==> src/rtl/csb_pkg.sv <==
// shared types and constants for the character set bitmap
// no dependencies
package csb_pkg;

	localparam int PAGE_COUNT_DEF = 256;
	localparam int WORD_BITS_DEF  = 64;
	localparam int PAGE_BITS      = 256;
	localparam int CODE_W         = 21;
	localparam int CMD_W          = 3;
	localparam int STATUS_W       = 2;

	localparam logic [CMD_W-1:0] CMD_SET_CODE  = 3'd0;
	localparam logic [CMD_W-1:0] CMD_CLR_CODE  = 3'd1;
	localparam logic [CMD_W-1:0] CMD_SET_RANGE = 3'd2;
	localparam logic [CMD_W-1:0] CMD_CLR_RANGE = 3'd3;
	localparam logic [CMD_W-1:0] CMD_FILL      = 3'd4;
	localparam logic [CMD_W-1:0] CMD_CLR_ALL   = 3'd5;
	localparam logic [CMD_W-1:0] CMD_QUERY     = 3'd6;

	localparam logic [STATUS_W-1:0] ST_DONE     = 2'd0;
	localparam logic [STATUS_W-1:0] ST_BEYOND   = 2'd1;
	localparam logic [STATUS_W-1:0] ST_REVERSED = 2'd2;

	// operation handed to the merge unit for each word it touches
	typedef struct packed {
		logic [CODE_W-1:0] first_code;
		logic [CODE_W-1:0] last_code;
		logic              set_val;
	} op_t;

endpackage

==> src/rtl/csb_merge.sv <==
// word merge unit: builds the bit mask of a range within one storage word
// and applies set or clear, also picks the queried bit; depends on csb_pkg
module csb_merge #(
	parameter int WORD_BITS = csb_pkg::WORD_BITS_DEF,
	parameter int ADDR_W    = 10
) (
	input  logic [ADDR_W-1:0]    addr,
	input  csb_pkg::op_t         op,
	input  logic [WORD_BITS-1:0] old_word,
	output logic [WORD_BITS-1:0] new_word,
	output logic                 member
);

	localparam int BIT_W = $clog2(WORD_BITS);

	logic [BIT_W-1:0]     lo;
	logic [BIT_W-1:0]     hi;
	logic [WORD_BITS-1:0] mask;

	// the range only cuts into the first and last word it covers
	always_comb begin
		lo = (addr == op.first_code[BIT_W +: ADDR_W]) ? op.first_code[BIT_W-1:0] : '0;
		hi = (addr == op.last_code[BIT_W +: ADDR_W]) ? op.last_code[BIT_W-1:0] : '1;
		for (int i = 0; i < WORD_BITS; i++) begin
			mask[i] = (BIT_W'(i) >= lo) && (BIT_W'(i) <= hi);
		end
		new_word = op.set_val ? (old_word | mask) : (old_word & ~mask);
		member   = old_word[op.first_code[BIT_W-1:0]];
	end

endmodule

==> config.mk <==
export PLATFORM = sky130hd
export DESIGN_NAME = csb_merge
export DESIGN_NICKNAME = d
export VERILOG_FILES = /design/src/rtl/csb_pkg.sv /design/src/rtl/csb_merge.sv
export SDC_FILE = /design/constraint.sdc
export NUM_CORES = 1
export LEC_CHECK = 0
export BUFFER_PORTS_ARGS = -buffer_cell sky130_fd_sc_hd__buf_2
export CAP_MARGIN = 5
export CORE_MARGIN = 4
export CORE_UTILIZATION = 41
export DETAILED_ROUTE_END_ITERATION = 7
export PLACE_DENSITY = 0.81
export SYNTH_ARGS = -nofsm -noshare
export SYNTH_HDL_FRONTEND = slang
export SYNTH_SLANG_ARGS = --single-unit
==> constraint.sdc <==
create_clock -name vclk -period 2.3
set_clock_uncertainty 0.05 [all_clocks]
set_input_delay 0.23 -clock vclk [all_inputs]
set_output_delay 0.23 -clock vclk [all_outputs]
set_load 0.05 [all_outputs]
### Yosys cells after proc, flatten, opt, wreduce, memory -nomap -nowiden

Cells that the tools add are included.

| word-level totals | value |
|---|---|
| input port bits | 117 |
| flip-flop bits (word level) | 0 |
| logic and storage cells | 203 |

| operators by class | value |
|---|---|
| multiplexer cells | 5 |
| reductions and logical operators | 64 |
| equality and inequality tests | 2 |
| bitwise operators | 3 |
| magnitude comparators | 129 |

Operators by type and width:

| operator | count |
|---|---|
| 6-bit >= comparator (first input constant) | 32 |
| 6-bit less-or-equal comparator (first input constant) | 32 |
| 5-bit by 6-bit >= comparator with 1-bit output (first input constant) | 16 |
| 5-bit by 6-bit less-or-equal comparator with 1-bit output (first input constant) | 16 |
| 64-bit AND | 1 |
| 1-bit logical AND | 64 |
| 64-bit 2-to-1 mux | 1 |
| 64-bit NOT | 1 |
| 64-bit OR | 1 |
| 4-bit by 6-bit >= comparator with 1-bit output (first input constant) | 8 |
| 4-bit by 6-bit less-or-equal comparator with 1-bit output (first input constant) | 8 |
| 3-bit by 6-bit >= comparator with 1-bit output (first input constant) | 4 |
| 3-bit by 6-bit less-or-equal comparator with 1-bit output (first input constant) | 4 |
| 10-bit == test | 2 |
| 1-bit by 6-bit >= comparator with 1-bit output (first input constant) | 2 |
| 2-bit by 6-bit >= comparator with 1-bit output (first input constant) | 2 |
| 1-bit by 6-bit less-or-equal comparator with 1-bit output (first input constant) | 2 |
| 2-bit by 6-bit less-or-equal comparator with 1-bit output (first input constant) | 2 |
| 6-bit 2-to-1 mux | 2 |
| 6-bit by 7-bit < comparator with 1-bit output (second input constant) | 1 |
| 1-bit binary-select mux with 6-bit select | 1 |
| 1-bit 2-to-1 mux | 1 |

### Logic depth before layout (Yosys ltp)

Gate-level depths: netlist of the first run.

| logic depth | value |
|---|---|
| word-level depth | 7 |
| mapped depth | 9 |

### Worst setup path before layout of the first run

Ideal clock, no wire load.

| timing | value |
|---|---|
| kind | input port to output port |
| from | input port addr[0] |
| to | output port new_word[3] |
| required time | 2.020 ns |
| arrival time | 2.221 ns |
| path slack | -0.201 ns |
| stages on the path | 9 |
| cells stage by stage | xnor2_1 -> nand4_1 -> or3_1 -> buf_2 -> or3_1 -> buf_2 -> buf_6 -> o22ai_2 -> mux2_1 |

| on the way | value |
|---|---|
| longest elaborated chain between the ends | 7 |
| elaborated cells between the ends (all ways) | 11 |
| those cells by class | order compare: 2; eq/ne: 2; mux: 3; bitwise: 3; reduce/logical: 1 |

RTL lines:

| what | line | RTL |
|---|---|---|
| start: declaration | csb_merge.sv:7 | `input logic [ADDR_W-1:0] addr,` |
| 10-bit == test, on equally long branches | csb_merge.sv:22, csb_merge.sv:23 |  |
| 6-bit 2-to-1 mux, on equally long branches | csb_merge.sv:22, csb_merge.sv:23 |  |
| 2-bit by 6-bit >= comparator with 1-bit output or 2-bit by 6-bit less-or-equal comparator with 1-bit output (tied branches) | csb_merge.sv:25 | `mask[i] = (BIT_W'(i) >= lo) && (BIT_W'(i) <= hi);` |
| 1-bit logical AND * | csb_merge.sv:25 |  |
| 64-bit NOT | csb_merge.sv:27 | `new_word = op.set_val ? (old_word \| mask) : (old_word & ~mask);` |
| 64-bit AND | csb_merge.sv:27 |  |
| 64-bit 2-to-1 mux * | csb_merge.sv:27 |  |
| end: declaration | csb_merge.sv:10 | `output logic [WORD_BITS-1:0] new_word,` |

Every way passes the cells marked *; elsewhere a longest branch is shown, timed or not.

### Final worst setup path of the first run

| timing | value |
|---|---|
| from | input port op[9] (netlist bit) |
| to | output port new_word[3] |

| on the way | value |
|---|---|
| longest elaborated chain between the ends | 7 |
| elaborated cells between the ends (all ways) | 8 |
| those cells by class | order compare: 1; eq/ne: 1; mux: 2; bitwise: 3; reduce/logical: 1 |

RTL lines:

| what | line | RTL |
|---|---|---|
| start: declaration | csb_merge.sv:8 | `input csb_pkg::op_t op,` |
| 10-bit == test * | csb_merge.sv:23 | `hi = (addr == op.last_code[BIT_W +: ADDR_W]) ? op.last_code[BIT_W-1:0] : '1;` |
| 6-bit 2-to-1 mux * | csb_merge.sv:23 |  |
| 2-bit by 6-bit less-or-equal comparator with 1-bit output * | csb_merge.sv:25 |  |
| 1-bit logical AND * | csb_merge.sv:25 |  |
| 64-bit NOT | csb_merge.sv:27 |  |
| 64-bit AND | csb_merge.sv:27 |  |
| 64-bit 2-to-1 mux * | csb_merge.sv:27 |  |

Marked as above.

==> results of run 1 <==
## cells by family after synthesis
| family | after synthesis | share of synthesized area (%) |
|---|---|---|
| AO/OA/AOI/OAI | 117 | 28.1 |
| AND/OR/NAND/NOR | 126 | 20.7 |
| buffers and inverters | 54 | 7.41 |
| XOR/XNOR | 20 | 6.06 |
| multiplexers | 80 | 37.4 |
| adder cells (fa/ha/maj) | 1 | 0.346 |
## power groups by stage
stage | logic (mW) | clock network [mW] | registers (mW)
floorplan | 0.567 | 0 | 0
global placement | 0.868 | 0 | 0
detailed placement | 0.880 | 0 | 0
CTS | 1.09 | 0 | 0
global route | 1.21 | 0 | 0
finish | 1.18 | 0 | 0
## cell usage after synthesis (6+ instances only)
cell       count
a21oi_1       28
a22oi_1        8
a31oi_1        6
and2_1        10
buf_1          7
clkbuf_1      37
inv_1          6
mux2_1        10
mux2_2        54
mux4_2        16
nand2_1       26
nor2_1        45
nor2b_1       10
nor3_1        10
o21ai_0       12
o22ai_1       31
o22ai_2        9
o2bb2ai_1      6
xnor2_1       12
xor2_1         8
## critical path: stages
cell and delay (ps):
buf_6 100, xnor2_2 160, nand4_1 160, or3_1 430
or3_4 360, buf_2 200, o22ai_2 210, mux2_2 360
buf_4 190
## timing repair
action | in CTS | in global routing
gates cloned | 6 | 0
pin swaps | 34 | 11
hold buffers | 0 | 0
endpoints found under the setup margin | 64 | 65
gates resized for setup | 335 | 32
buffers inserted | 15 | 6
## routing by layer
metal | vias up | GRT usage [%] | wire [um]
li1 | 1920 | - | -
met5 | - | 0 | 0
met4 | 0 | 19.8 | 1590
met3 | 178 | 5.91 | 2330
met1 | 2259 | 47.2 | 6460
met2 | 514 | 70.4 | 8970
## path summary, 6_finish.rpt
kind	startpoint	end	slack, ps	cells past startpoint
worst max-delay path	op[9]	new_word[3]	-390	9
worst min-delay path	old_word[50]	new_word[50]	770	3
## final cells by class
class	count	share of cell area [%]
inverters	6	0.364
multi-input cells	344	60.0
well taps	96	1.94
repair buffers	258	37.7
## stage by stage
stage / instances / hold WS (ps) / utilization [%] / worst slack (ps)
final: 704 / 774 / 90.5 / -388
after global routing: 704 / 783 / 90.5 / -371
after CTS: 701 / 773 / 87.0 / -273
after detailed placement: 682 / 869 / 62.8 / -378
after global placement: 682 / 864 / 62.8 / -323
after floorplan: 398 / 632 / - / -125
==> reports/results.txt, run 1 <==
Outcome - complete, but fails checks
Failing checks - setup timing
Io pins - 182
Final min period - 2690 ps
Highest clock rate - 0.372 GHz
Pint - 0.487 mW
Core Region - 6830 sq um
Die X - 91.9 um
Post-route DRC - 0
Crit Path Max Fanout - 6
Routed vias - 4871
Share of cells above drive strength 1 - 69.6%
CLK BUF - 0
# Max-Cap Violations - 0
Commonest non-fill, non-tap cell in the layout - buf_2
Endpoints failing setup - 65
Multi-input combinational cell area - 3710 sq um
Vias in the first global route - 4822
Tcrit/Tclk final - 117%
Drt total wl - 19400 um
Class of the worst hold path - in -> out
Slew @ Worst Pin - 591 ps
Fin nets - 727
Top-area cell type share of the netlist area - 21.0%
RePlAce Congestion - 1.02
Setup CP Type - in -> out
# diodes - 0
Netlist cell types - 41
Via/cell ratio - 6.92
Dpl cell area - 4290 sq um
Maximum VDD drop - 175 uV
Gr ovfl total - 0
Synth area leaders - mux2_2 (21%), mux4_2 (12%), o22ai_1 (6.7%), nor2_1 (5.8%), a21oi_1 (4.9%)
Power density over the cells - 191 nW/um^2
Final setup TNS - -12450 ps
DRT iter0 DRCs - 772
Initial core utilization - 42.3%
Post-DRT Antenna Nets - 0
Crit path capture type - output pin
Core Rows - 30
Cell area after layout - 6180 sq um
Synth-to-layout area growth - 114%
Syn_area_per_cell - 7.26 sq um
Crit path launch type - input port
Synth Instances - 398
Die Area - 8450 sq um
First-pass GRT wire length - 26800 um
Pre-antenna DRT Iters - 6
Final Max Tran Viols - 0
Commonest cells after routing, fill and taps aside - buf_2 (102), buf_4 (63), mux2_4 (62)
Switching part of the total - 58.8%
Synth Cell Area - 2890 sq um
RSZ-0062 raised after global routing - yes
Worst Slack Setup Final - -388 ps
Storage element area - 0 sq um
Slew HR - 60.0%
Largest net degree at the start of global routing - 37
Critical path arrival - 2410 ps
Sequential share of the synthesized area - 0%
Number of port buffers - 172
Sw power - 0.694 mW
Antenna violations before repair - 0
Post-synth net total - 515
Clk network pwr share - 0%
Leakage power - 2.65 nW
WP data required - 2020 ps
Logic pwr share - 100.0%
Number of flip-flops and latches - 0
Yosys warnings - 0
Sequential Power Share - 0%
GRT Total Usage - 40.0%
Routed length per instance - 27.5 um
Chip height - 91.9 um
Filler cell count - 289
Post-synth top area cell - mux2_2
Hold Violations, Final - 0
DP Wirelength - 11000 um
Power, Total - 1.18 mW
Note: power is estimated with default switching activity, not from simulation.
==> inputs of run 2 (changes only) <==
Settings changed: CORE_MARGIN 4 to default, CORE_UTILIZATION 41 to 43.
Clock period 2.3 ns to 2.55 ns, I/O delays scaled along.
==> reports/results.txt, run 2 (synthesized netlist as in run 1, its figures left out) <==
Outcome - complete, but fails checks
Failing checks - DRC, setup timing
Highest clock rate - 0.373 GHz
# diodes - 0 (unchanged)
Setup CP Type - in -> out
Worst setup path end - new_word[1]
DRT iter0 DRCs - 419 (-46%)
Crit Path Max Fanout - 8 (+2)
Switching part of the total - 59.9% (+1.1 points)
Final core occ - 80.4% (-10 points)
Critical path arrival - 2370 ps (-40 ps)
Final min period - 2680 ps
Share of cells above drive strength 1 - 66.6% (-3.0 points)
Slew @ Worst Pin - 637 ps (+46.2 ps)
CLK BUF - 0 (unchanged)
Power, Total - 0.914 mW (-23%)
Sw power - 0.547 mW (-21%)
Class of the worst hold path - in -> out
Chip height - 84.0 um (-8.7%)
Via/cell ratio - 6.46 (-6.7%)
Final Max Tran Viols - 0 (unchanged)
Routed vias - 4308 (-12%)
Post-DRT Antenna Nets - 0 (unchanged)
Leakage power - 2.26 nW (-15%)
WP data required - 2250 ps (+230 ps)
Power density over the cells - 177 nW/um^2 (-7.4%)
Routed length per instance - 22.6 um (-18%)
Place WS - -168 ps (+210 ps)
Commonest cells after routing, fill and taps aside - buf_2 (117), buf_4 (61), buf_6 (46)
Io pins - 182 (unchanged)
Maximum VDD drop - 134 uV (-23%)
Hold Violations, Final - 0 (unchanged)
Antenna violations before repair - 0 (unchanged)
Post-route DRC - 26 (+26)
Vias in the first global route - 3724 (-23%)
Hold Crit Start - old_word[8]
Die Area - 7050 sq um (-17%)
Sequential Power Share - 0% (unchanged)
Pint - 0.367 mW (-25%)
Cell area after layout - 5160 sq um (-16%)
Fin nets - 709 (-2.5%)
Pre-antenna DRT Iters - 7 (+1)
Core Region - 6420 sq um (-6.0%)
Number of port buffers - 172 (unchanged)
RePlAce Congestion - 1.03 (+0.45%)
DP Wirelength - 10200 um (-8.0%)
Dpl cell area - 4100 sq um (-4.5%)
Post-route insts no fill - 667 (-5.3%)
Number of flip-flops and latches - 0 (unchanged)
First-pass GRT wire length - 20000 um (-25%)
Final setup TNS - -1500 ps (+10950 ps)
RSZ-0062 raised after global routing - yes
Logic pwr share - 100.0% (about the same)
Core Rows - 29 (-3.3%)
Die X - 84.0 um (-8.7%)
Drt total wl - 15000 um (-22%)
Gr ovfl total - 0 (unchanged)
# placed instances - 651 (-4.5%)
# Max-Cap Violations - 0 (unchanged)
Filler cell count - 424 (+47%)
Worst Slack Setup Final - -129 ps (+258 ps)
Multi-input combinational cell area - 3230 sq um (-13%)
Tcrit/Tclk final - 105%
Clk network pwr share - 0% (unchanged)
Initial core utilization - 45.0% (+2.7 points)
Commonest non-fill, non-tap cell in the layout - buf_2
Crit path capture type - output pin
Storage element area - 0 sq um (unchanged)
Largest net degree at the start of global routing - 65 (+76%)
Crit path launch type - input port
Hold Buf Count CTS - 0 (unchanged)
Endpoints failing setup - 26 (-60%)
Critical path origin - op[12]
Hold path depth - 3 (unchanged)
WHS - 826 ps (+51.3 ps)
Synth-to-layout area growth - 78.7%
Slew HR - 57.5% (-2.5 points)
GRT Total Usage - 35.8% (-4.3 points)
[run 2: changes by cell type in the layout (fill, tap and decap cells not counted), sizes merged]
cell	before	now
buf	257	237
clkbuf	0	2
bufbuf	1	0
or3	5	6
[run 2: cell type report]
type / instances / area share (%)
inverters: 6 / 0.436
multi-input cells: 345 / 62.5
well taps: 77 / 1.87
repair buffers: 239 / 35.2
[run 2: routing by layer]
layer / vias up / routed length (um) / global-route usage, % / part of all wire (%)
met4: 0 / 555 / 5.49 / 3.7
met1: 2018 / 5660 / 48.1 / 38
met5: - / 0 / 0 / 0
li1: 1889 / - / - / -
met3: 51 / 1630 / 4.15 / 11
met2: 350 / 7210 / 62.2 / 48
[run 2: how the worst min path moves through the flow]
stage,endpoint
finish,new_word[8]
global route,new_word[8]
CTS,new_word[35]
detailed placement,new_word[15]
global placement,new_word[10]
floorplan,new_word[41]
[run 2: worst max-delay path, cell delays in order]
cell and delay (ps):
buf_6 100, xnor2_2 180, nand4_1 180, or3_4 470, or3_4 440, o22ai_2 210
mux2_2 350, buf_4 190
[run 2: power by group through the flow]
stage          Sequential [mW]  Combinational, mW  Clock [mW]
2_1_floorplan                0              0.497           0
3_3_place_gp                 0              0.753           0
5_1_grt                      0              0.951           0
3_5_place_dp                 0              0.763           0
4_1_cts                      0              0.784           0
6_report                     0              0.914           0
[run 2: what timing repair did]
item / in CTS / in global routing
pin swaps: 3 / 15
gates cloned: 0 / 3
setup endpoints to repair: 33 / 63
gates resized for setup: 39 / 218
buffers inserted: 0 / 14
